[src/hlte_pkg.sv]
// Shared constants, types and coefficient helpers for the heater lag temperature estimator.
`timescale 1ns / 1ps

package hlte_pkg;

    // Default heat-up limit in whole seconds
    localparam int unsigned HEAT_LIMIT_DEF = 60;

    // Field widths
    localparam int unsigned MODE_W = 2;
    localparam int unsigned TIME_W = 32;
    localparam int unsigned RAW_W  = 12;
    localparam int unsigned TEMP_W = 18;
    localparam int unsigned HEAT_W = 22;
    localparam int unsigned IN_W   = 48;
    localparam int unsigned OUT_W  = 24;

    // Datapath widths
    localparam int unsigned ACC_W   = 56;  // curve accumulator, units of 2^-38 degree
    localparam int unsigned CLAMP_W = 34;  // heat accumulator before clamping
    localparam int unsigned SECS_W  = 13;  // whole heat seconds of a 22-bit count
    localparam int unsigned D_W     = 14;  // curve difference in whole degrees
    localparam int unsigned PROD_W  = SECS_W + D_W + 1;
    localparam int unsigned DIV_W   = 25;  // magnitude of seconds times difference
    localparam int unsigned RCP_W   = DIV_W + 2;  // reciprocal of the heat-up limit
    localparam int unsigned CNT_W   = 2;   // Horner step counter
    localparam int unsigned UPSH_W  = ACC_W - 34;
    localparam int unsigned EST_W   = 33;

    // Shift amounts
    localparam int unsigned CURVE_SH = 38;
    localparam int unsigned OUT_SH   = 34;

    // Exact reciprocal of 1000 for any 22-bit count: floor(n * RECIP / 2^32)
    localparam int unsigned RECIP_W  = 23;
    localparam int unsigned RECIP_SH = 32;
    localparam logic [RECIP_W-1:0] RECIP_1000 = 23'd4294968;

    // Horner steps of the cubic curves
    localparam logic [1:0] HORN_LAST = 2'd2;

    // Up curve: C3, 4*C2, 16*C1 with 32 fractional bits
    localparam logic signed [ACC_W-1:0] UP_K3 = -56'sd13181;
    localparam logic signed [ACC_W-1:0] UP_K2 = 56'sd8589936;
    localparam logic signed [ACC_W-1:0] UP_K1 = 56'sd79274788368;

    // Difference curve (up minus down), same scaling
    localparam logic signed [ACC_W-1:0] DF_K3 = -56'sd33797;
    localparam logic signed [ACC_W-1:0] DF_K2 = 56'sd30923764;
    localparam logic signed [ACC_W-1:0] DF_K1 = 56'sd14692224128;

    // Output saturation bounds in 1/16 degree
    localparam logic signed [EST_W-1:0] EST_MIN = -33'sd32768;
    localparam logic signed [EST_W-1:0] EST_MAX = 33'sd98303;

    // Commands from the controller to the datapath
    typedef struct packed {
        logic             accept_heat;
        logic             accept_sample;
        logic             horn;
        logic [1:0]       horn_idx;
        logic             prep;
        logic             mult;
        logic             div;
        logic             fin;
        logic             out_load;
    } t_dp_cmd;

    // Horner addend for the up curve after each multiply
    function automatic logic signed [ACC_W-1:0] up_addend(input logic [1:0] idx);
        logic signed [ACC_W-1:0] k;
        case (idx)
            2'd0:    k = UP_K2;
            2'd1:    k = UP_K1;
            default: k = '0;
        endcase
        return k;
    endfunction

    // Horner addend for the difference curve after each multiply
    function automatic logic signed [ACC_W-1:0] df_addend(input logic [1:0] idx);
        logic signed [ACC_W-1:0] k;
        case (idx)
            2'd0:    k = DF_K2;
            2'd1:    k = DF_K1;
            default: k = '0;
        endcase
        return k;
    endfunction

endpackage

[src/hlte_ctrl.sv]
// Controller state machine that sequences heater commands and sample evaluation.
`timescale 1ns / 1ps

module hlte_ctrl (
    input  logic            i_clk,
    input  logic            i_rst_n,
    input  logic            i_s_axis_tvalid,
    input  logic            i_s_axis_tuser,
    input  logic            i_m_axis_tready,
    output logic            o_s_axis_tready,
    output logic            o_m_axis_tvalid,
    output hlte_pkg::t_dp_cmd o_cmd
);
    import hlte_pkg::*;

    typedef enum logic [2:0] {
        S_IDLE,
        S_HORN,
        S_PREP,
        S_MUL,
        S_DIV,
        S_FIN,
        S_OUT
    } t_state;

    t_state           r_state;
    logic [CNT_W-1:0] r_cnt;
    logic             r_out_valid;
    logic             in_beat;
    logic             out_free;

    // Handshake decode
    assign in_beat         = (r_state == S_IDLE) && i_s_axis_tvalid;
    assign out_free        = !r_out_valid || i_m_axis_tready;
    assign o_s_axis_tready = (r_state == S_IDLE);
    assign o_m_axis_tvalid = r_out_valid;

    // Datapath commands follow the state
    always_comb begin
        o_cmd               = '0;
        o_cmd.accept_heat   = in_beat && !i_s_axis_tuser;
        o_cmd.accept_sample = in_beat && i_s_axis_tuser;
        o_cmd.horn          = (r_state == S_HORN);
        o_cmd.horn_idx      = r_cnt[1:0];
        o_cmd.prep          = (r_state == S_PREP);
        o_cmd.mult          = (r_state == S_MUL);
        o_cmd.div           = (r_state == S_DIV);
        o_cmd.fin           = (r_state == S_FIN);
        o_cmd.out_load      = (r_state == S_OUT) && out_free;
    end

    // State, step counter and output valid
    always_ff @(posedge i_clk) begin
        if (!i_rst_n) begin
            r_state     <= S_IDLE;
            r_cnt       <= '0;
            r_out_valid <= 1'b0;
        end else begin
            if (o_cmd.out_load) begin
                r_out_valid <= 1'b1;
            end else if (i_m_axis_tready) begin
                r_out_valid <= 1'b0;
            end
            unique case (r_state)
                S_IDLE: begin
                    r_cnt <= '0;
                    if (in_beat) begin
                        r_state <= i_s_axis_tuser ? S_HORN : S_OUT;
                    end
                end
                S_HORN: begin
                    if (r_cnt[1:0] == HORN_LAST) begin
                        r_cnt   <= '0;
                        r_state <= S_PREP;
                    end else begin
                        r_cnt <= r_cnt + 1'b1;
                    end
                end
                S_PREP: begin
                    r_state <= S_MUL;
                end
                S_MUL: begin
                    r_cnt   <= '0;
                    r_state <= S_DIV;
                end
                S_DIV: begin
                    r_state <= S_FIN;
                end
                S_FIN: begin
                    r_state <= S_OUT;
                end
                S_OUT: begin
                    if (out_free) begin
                        r_state <= S_IDLE;
                    end
                end
                default: begin
                    r_state <= S_IDLE;
                end
            endcase
        end
    end

endmodule

[src/hlte_dpath.sv]
// Datapath: heat-time accumulator, Horner curve unit, divider and output register.
`timescale 1ns / 1ps

module hlte_dpath #(
    parameter int unsigned HEAT_LIMIT_SECONDS = hlte_pkg::HEAT_LIMIT_DEF
) (
    input  logic                       i_clk,
    input  logic                       i_rst_n,
    input  hlte_pkg::t_dp_cmd          i_cmd,
    input  logic [hlte_pkg::IN_W-1:0]  i_s_axis_tdata,
    output logic [hlte_pkg::OUT_W-1:0] o_m_axis_tdata
);
    import hlte_pkg::*;

    // Reciprocal of the limit, exact for any dividend below 2^DIV_W
    localparam int unsigned QUO_SH = DIV_W + $clog2(HEAT_LIMIT_SECONDS);
    localparam logic [RCP_W-1:0] LIM_RCP = RCP_W'(((64'd1 << QUO_SH)
        + 64'(HEAT_LIMIT_SECONDS) - 64'd1) / 64'(HEAT_LIMIT_SECONDS));
    localparam logic signed [CLAMP_W-1:0] HEAT_TOP = CLAMP_W'(HEAT_LIMIT_SECONDS * 1000);

    // Input fields
    logic [MODE_W-1:0] in_mode;
    logic [TIME_W-1:0] in_now;
    logic [RAW_W-1:0]  in_raw;

    assign in_mode = i_s_axis_tdata[MODE_W-1:0];
    assign in_now  = i_s_axis_tdata[MODE_W+TIME_W-1:MODE_W];
    assign in_raw  = i_s_axis_tdata[MODE_W+TIME_W+RAW_W-1:MODE_W+TIME_W];

    // Heater state
    logic              r_heater_active;
    logic [TIME_W-1:0] r_last_time;
    logic [HEAT_W-1:0] r_heat_ms;
    logic [MODE_W-1:0] r_drive;

    // Sample pipeline registers
    logic [RAW_W-1:0]               r_raw;
    logic signed [ACC_W-1:0]        r_acc_up;
    logic signed [ACC_W-1:0]        r_acc_df;
    logic signed [UPSH_W-1:0]       r_up_sh;
    logic signed [D_W-1:0]          r_d;
    logic [SECS_W-1:0]              r_secs;
    logic                           r_neg;
    logic [DIV_W-1:0]               r_quo;
    logic signed [TEMP_W-1:0]       r_res_temp;
    logic [MODE_W-1:0]              r_res_drive;
    logic [OUT_W-1:0]               r_out;

    // Heat accumulator update for a heater command
    logic [TIME_W-1:0]         elapsed;
    logic signed [CLAMP_W-1:0] heat_sum;
    logic [HEAT_W-1:0]         n_heat_ms;

    always_comb begin
        elapsed = in_now - r_last_time;
        if (r_heater_active) begin
            heat_sum = signed'(CLAMP_W'(r_heat_ms)) + signed'(CLAMP_W'(elapsed));
        end else begin
            heat_sum = signed'(CLAMP_W'(r_heat_ms)) - signed'(CLAMP_W'(elapsed));
        end
        if (heat_sum < 0) begin
            n_heat_ms = '0;
        end else if (heat_sum > HEAT_TOP) begin
            n_heat_ms = HEAT_TOP[HEAT_W-1:0];
        end else begin
            n_heat_ms = heat_sum[HEAT_W-1:0];
        end
    end

    // One Horner step on both curves: acc * r + k
    logic signed [RAW_W:0]       raw_s;
    logic signed [ACC_W+RAW_W:0] prod_up;
    logic signed [ACC_W+RAW_W:0] prod_df;
    logic signed [ACC_W-1:0]     n_acc_up;
    logic signed [ACC_W-1:0]     n_acc_df;

    always_comb begin
        raw_s    = signed'({1'b0, r_raw});
        prod_up  = r_acc_up * raw_s;
        prod_df  = r_acc_df * raw_s;
        n_acc_up = signed'(prod_up[ACC_W-1:0]) + up_addend(i_cmd.horn_idx);
        n_acc_df = signed'(prod_df[ACC_W-1:0]) + df_addend(i_cmd.horn_idx);
    end

    // Whole-degree difference, truncated toward zero, and whole heat seconds
    logic signed [ACC_W-1:0]       df_bias;
    logic [HEAT_W+RECIP_W-1:0]     secs_prod;

    always_comb begin
        df_bias   = r_acc_df + (r_acc_df < 0 ? ACC_W'((64'd1 << CURVE_SH) - 64'd1) : '0);
        secs_prod = HEAT_W'(r_heat_ms) * RECIP_1000;
    end

    // Seconds times difference, split into sign and magnitude
    logic signed [PROD_W-1:0] sd_prod;
    logic signed [PROD_W-1:0] sd_mag;

    always_comb begin
        sd_prod = signed'({1'b0, r_secs}) * r_d;
        sd_mag  = (sd_prod < 0) ? -sd_prod : sd_prod;
    end

    // Quotient of the magnitude by the heat-up limit via reciprocal multiply
    logic [DIV_W+RCP_W-1:0] quo_prod;
    logic [DIV_W-1:0]       n_quo;

    always_comb begin
        quo_prod = r_quo * LIM_RCP;
        n_quo    = DIV_W'(quo_prod >> QUO_SH);
    end

    // Final estimate: floor(up) in 1/16 degree minus 16*q, saturated
    logic signed [DIV_W:0]   q_s;
    logic signed [EST_W-1:0] est;
    logic signed [TEMP_W-1:0] est_sat;

    always_comb begin
        q_s = signed'({1'b0, r_quo});
        if (r_neg) begin
            q_s = -q_s;
        end
        est = EST_W'(r_up_sh) - (EST_W'(q_s) <<< 4);
        if (est < EST_MIN) begin
            est_sat = EST_MIN[TEMP_W-1:0];
        end else if (est > EST_MAX) begin
            est_sat = EST_MAX[TEMP_W-1:0];
        end else begin
            est_sat = est[TEMP_W-1:0];
        end
    end

    // Heater state registers
    always_ff @(posedge i_clk) begin
        if (!i_rst_n) begin
            r_heater_active <= 1'b0;
            r_last_time     <= '0;
            r_heat_ms       <= '0;
            r_drive         <= '0;
        end else if (i_cmd.accept_heat) begin
            r_heater_active <= (in_mode != '0);
            r_last_time     <= in_now;
            r_heat_ms       <= n_heat_ms;
            r_drive         <= in_mode;
        end
    end

    // Sample evaluation and result registers
    always_ff @(posedge i_clk) begin
        if (i_cmd.accept_heat) begin
            r_res_temp  <= '0;
            r_res_drive <= in_mode;
        end
        if (i_cmd.accept_sample) begin
            r_raw    <= in_raw;
            r_acc_up <= UP_K3;
            r_acc_df <= DF_K3;
        end
        if (i_cmd.horn) begin
            r_acc_up <= n_acc_up;
            r_acc_df <= n_acc_df;
        end
        if (i_cmd.prep) begin
            r_up_sh <= r_acc_up[ACC_W-1:OUT_SH];
            r_d     <= df_bias[CURVE_SH+D_W-1:CURVE_SH];
            r_secs  <= secs_prod[RECIP_SH+SECS_W-1:RECIP_SH];
        end
        if (i_cmd.mult) begin
            r_neg <= (sd_prod < 0);
            r_quo <= sd_mag[DIV_W-1:0];
        end
        if (i_cmd.div) begin
            r_quo <= n_quo;
        end
        if (i_cmd.fin) begin
            r_res_temp  <= est_sat;
            r_res_drive <= r_drive;
        end
        if (i_cmd.out_load) begin
            r_out <= {{(OUT_W - TEMP_W - 2){1'b0}}, r_res_temp, r_res_drive[0], r_res_drive[1]};
        end
    end

    assign o_m_axis_tdata = r_out;

endmodule

[src/heater_lag_temp_estimator.sv]
// Top level of the heater lag temperature estimator.
`timescale 1ns / 1ps

// Heater lag temperature estimator.
// Input stream: one beat per item. s_axis_tuser selects the kind: 0 is a heater
// command (mode and millisecond time stamp), 1 is a thermocouple sample.
// Output stream: one beat per input beat with both drive levels and the
// compensated temperature in 1/16 degree (zero for heater commands).
// A heater command updates the heat-time accumulator and the drive levels at
// the accept edge; its result is loaded into the output register in the output
// state once that register is free; the input is ready again after the load.
// A sample runs three Horner steps on the up and difference curves, a step for
// whole degrees and seconds, a multiply, a reciprocal multiply by the heat-up
// limit and a final subtract and saturate. Its result is loaded from the
// output state once the output register is free, and the next item can be
// taken after that load; the input is not ready while a sample is in work.
// The output beat sits in a register: the next item is accepted while it
// waits, and that item's result is held back until the receiver takes it.
// Reset (synchronous, active low) clears the accumulator, the time stamp and
// both drive levels and empties the output register.
module heater_lag_temp_estimator #(
    parameter int unsigned HEAT_LIMIT_SECONDS = hlte_pkg::HEAT_LIMIT_DEF
) (
    input  logic                       i_clk,
    input  logic                       i_rst_n,
    input  logic                       i_s_axis_tvalid,
    output logic                       o_s_axis_tready,
    // tdata, low bit up: heater_mode[1:0], now_ms[33:2], thermo_raw[45:34], zeros
    input  logic [hlte_pkg::IN_W-1:0]  i_s_axis_tdata,
    // tuser: command (0 heater command, 1 sample)
    input  logic                       i_s_axis_tuser,
    output logic                       o_m_axis_tvalid,
    input  logic                       i_m_axis_tready,
    // tdata, low bit up: heat_up_drive[0], heat_down_drive[1],
    // temp_estimate[19:2], zeros
    output logic [hlte_pkg::OUT_W-1:0] o_m_axis_tdata
);
    import hlte_pkg::*;

    t_dp_cmd dp_cmd;

    hlte_ctrl u_ctrl (
        .i_clk           (i_clk),
        .i_rst_n         (i_rst_n),
        .i_s_axis_tvalid (i_s_axis_tvalid),
        .i_s_axis_tuser  (i_s_axis_tuser),
        .i_m_axis_tready (i_m_axis_tready),
        .o_s_axis_tready (o_s_axis_tready),
        .o_m_axis_tvalid (o_m_axis_tvalid),
        .o_cmd           (dp_cmd)
    );

    hlte_dpath #(
        .HEAT_LIMIT_SECONDS (HEAT_LIMIT_SECONDS)
    ) u_dpath (
        .i_clk          (i_clk),
        .i_rst_n        (i_rst_n),
        .i_cmd          (dp_cmd),
        .i_s_axis_tdata (i_s_axis_tdata),
        .o_m_axis_tdata (o_m_axis_tdata)
    );

endmodule
[config.mk]
export PLATFORM = sky130hd
export DESIGN_NAME = heater_lag_temp_estimator
export DESIGN_NICKNAME = d
export VERILOG_FILES = /design/src/hlte_pkg.sv /design/src/hlte_ctrl.sv /design/src/hlte_dpath.sv /design/src/heater_lag_temp_estimator.sv
export SDC_FILE = /design/constraint.sdc
export NUM_CORES = 2
export LEC_CHECK = 0
export BUFFER_PORTS_ARGS = -buffer_cell sky130_fd_sc_hd__buf_2
export CORE_AREA = 4 4 408 410
export CTS_CLUSTER_SIZE = 8
export DETAILED_ROUTE_END_ITERATION = 8
export DIE_AREA = 0 0 412 414
export PLACE_DENSITY = 0.75
export SYNTH_ARGS = -nofsm -noshare
export SYNTH_HDL_FRONTEND = slang
export SYNTH_SLANG_ARGS = --single-unit
[constraint.sdc]
create_clock -name i_clk -period 7.86 [get_ports i_clk]
set_clock_uncertainty 0.15 [all_clocks]
set_input_delay 0.393 -clock i_clk [delete_from_list [all_inputs] [get_ports i_clk]]
set_output_delay 0.393 -clock i_clk [all_outputs]
set_load 0.01 [all_outputs]
==> metrics.cfg <==
[die]
io_pins=79
core_area_um2=162000
fp.dieW_um=412
die_h_um=414
dieArea_um2=171000
initial_utilization_pct=46.0
rows=148

[run]
max-cap-violations=0

[timing]
hold-worst-slack_ps=177
fin_ws_ps=22.4
worst_pin_slew_ps=1180
drv_slew=0
setup_violations=0
hold_viol_final=0
slew_headroom_pct=21.5
fin_crit_ps=7840
fmax_mhz=128
post-route-period-util_pct=99.7
rsz0062_at_grt=true

[worst_setup_path]
cp-startpoint=u_dpath.r_acc_df[6]
rr_startpoint=u_dpath.r_acc_df[6]
r2r_slack_ps=20
critPathCapture=u_dpath.r_acc_df[48]
r2r-end=u_dpath.r_acc_df[48]
cp-start-kind=flop
ff2ff_path_depth=24
path_class=reg -> reg
end_kind=flop
arrival_ps=8040
worst-path-max-fanout=7
required_ps=8070

[synth]
synthCells=8153
synth-edff-count=234
yosysMostFrequentCell=inv_1
ys.warnings.count=0
synth_top_cells_by_count=1,622 x inv_1, 1,321 x fa_1, 1,078 x nand2_1
ys.flop_type=edfxtp_1
synthTopCellsByArea=fa_1 35%, ha_1 16%, edfxtp_1 9.4%, inv_1 8.2%, and2_1 5.5%
syn_avg_cell_area_um2=9.15
synth_top_cell_area_share_pct=35.4
synthArstFlopShare_pct=0
synthesis.area_um2=74600
yosys.area.top_type=fa_1
ys_seq_area_share_pct=11.2
synth_cell_types=94
ys_ff_latch=302

[worst_hold_path]
min_path_type=in -> reg
hold_path_depth=4

[clock_network]
clockBufferDepth=3
numCtsBuffers=48
clk_transition_reported_paths_ps=60
h-tree-depth=2
clkLatencyLatePin_ps=660
root_buffer=clkbuf_16
tritoncts=done
cts_sinks=302

[final_layout]
fin_util_pct=49.7
final_area_um2=80800
nets=10600
syn_to_final_growth_pct=8.20
fill_cells=14700
drive_gt1_share_pct=5.91

[grt]
grt_pass1_wl_mm=317
overflow=0
grtUsageTotal_pct=22.8
first_global_vias=60500
grt_max_degree=86
antenna_found_initial=4

[placed_design]
portBuffers=72
gp_congestion=0.939
pre_cts_ws_ps=-324
dpl_cell_area_um2=78300
hpwl_mm=153

[drt]
wirelength_mm=190
route.detailed.drc=0
drtIter0Drc=3997
via_per_inst=5.35
ant_nets=0
dr_total_vias=56000
wire_per_inst_um=18.2
drt_pass1_iterations=6

[status]
outcome=finished, final reports clean

==> critical path, stage by stage (launching register included) <==
cell      delay, ps
edfxtp_1        480
buf_4           180
buf_4           150
nand2_1          90
fa_1            440
fa_1            500
fa_1            560
inv_1            70
fa_1            450
fa_1            560
fa_1            440
ha_1            310
a21o_1          170
a21o_1          190
a221o_1         400
or4b_4          600
a311oi_4        280
o21ai_2         120
a21bo_2         220
a221o_2         440
buf_6           150
a21o_1          170
a21oi_2         140
xor2_1          180
nand2_1          80
==> final cells by class <==
cell class | count | area (µm²) | share of cell area [%]
antenna | 1 | 2.50 | 0.00310
clock buffer | 72 | 1310 | 1.63
clock inverter | 12 | 138 | 0.170
inverter | 1623 | 6090 | 7.54
multi-input combinational | 5893 | 59100 | 73.2
sequential | 302 | 8390 | 10.4
tap | 2175 | 2720 | 3.37
timing repair buffer | 377 | 2980 | 3.69
==> state kept, by name, summed over array words and instances, names as in the netlist, 18 cells and up <==
name / count
u_dpath.r_acc_df: 56
u_dpath.r_acc_up: 56
u_dpath.r_last_time: 32
u_dpath.r_quo: 25
u_dpath.r_heat_ms: 22
u_dpath.r_up_sh: 22
u_dpath.o_m_axis_tdata: 20
u_dpath.r_res_temp: 18
==> kinds of logic after synthesis <==
kind of cell	share of synthesized area (%)
buffers and inverters	9.89
AND/OR/NAND/NOR	15.1
other	0.00502
multiplexers	0.196
adder cells (fa/ha/maj)	51.6
AO/OA/AOI/OAI	8.29
flip-flops	11.2
XOR/XNOR	3.69
==> per-stage QoR <==
stage               cells  setup TNS, ps
finish              10500              0
floorplan            8156              0
global route        10500           -622
global placement    10300          -1010
detailed placement  10300          -1890
CTS                 10400          -60.8
==> per-layer routing <==
| layer | routed length [µm] | GRT usage, % | up-vias | share of wire (%) |
|---|---|---|---|---|
| met2 | 91200 | 38.5 | 1873 | 48 |
| met5 | 27 | 0 | - | 0.014 |
| met3 | 12400 | 3.24 | 331 | 6.5 |
| met4 | 6800 | 7.24 | 4 | 3.6 |
| met1 | 79300 | 30.2 | 28200 | 42 |
| li1 | - | - | 25600 | - |
==> layout by cell type (no fill, tap or decap), drive strengths merged, types with 101 or more instances in the layout <==
master | synthesis | layout
a21o | 147 | 147
fa | 1321 | 1321
nand2 | 1078 | 1078
edfxtp | 234 | 234
nor2 | 208 | 208
o21ai | 181 | 181
a21oi | 300 | 300
xnor2 | 213 | 213
ha | 962 | 962
and2 | 654 | 654
inv | 1622 | 1622
buf | 13 | 326
xor2 | 101 | 101
==> how the worst min path moves through the flow <==
stage | startpoint | to | slack, ps
2_1_floorplan | u_dpath.r_res_drive[1] | u_dpath.o_m_axis_tdata[0] | 250
3_3_place_gp | u_dpath.r_res_drive[1] | u_dpath.o_m_axis_tdata[0] | 260
3_5_place_dp | u_dpath.r_res_temp[3] | u_dpath.o_m_axis_tdata[5] | 260
4_1_cts | i_s_axis_tuser | u_ctrl.r_state[1] | 120
5_1_grt | i_s_axis_tuser | u_ctrl.r_state[1] | 140
6_report | i_s_axis_tuser | u_ctrl.r_state[1] | 180
==> what timing repair did <==
item | 4_1_cts | 5_1_grt
endpoints found under the setup margin | 12 | 45
resized for setup | 26 | 65
endpoints found under the hold margin | 60 | 0
pin swaps | 18 | 23
hold buffers | 50 | 0
cloned | 1 | 0
setup buffers | 6 | 16
Power is not shown: default switching activity piles up to over one toggle a cycle in this logic, so the estimate is an artifact.
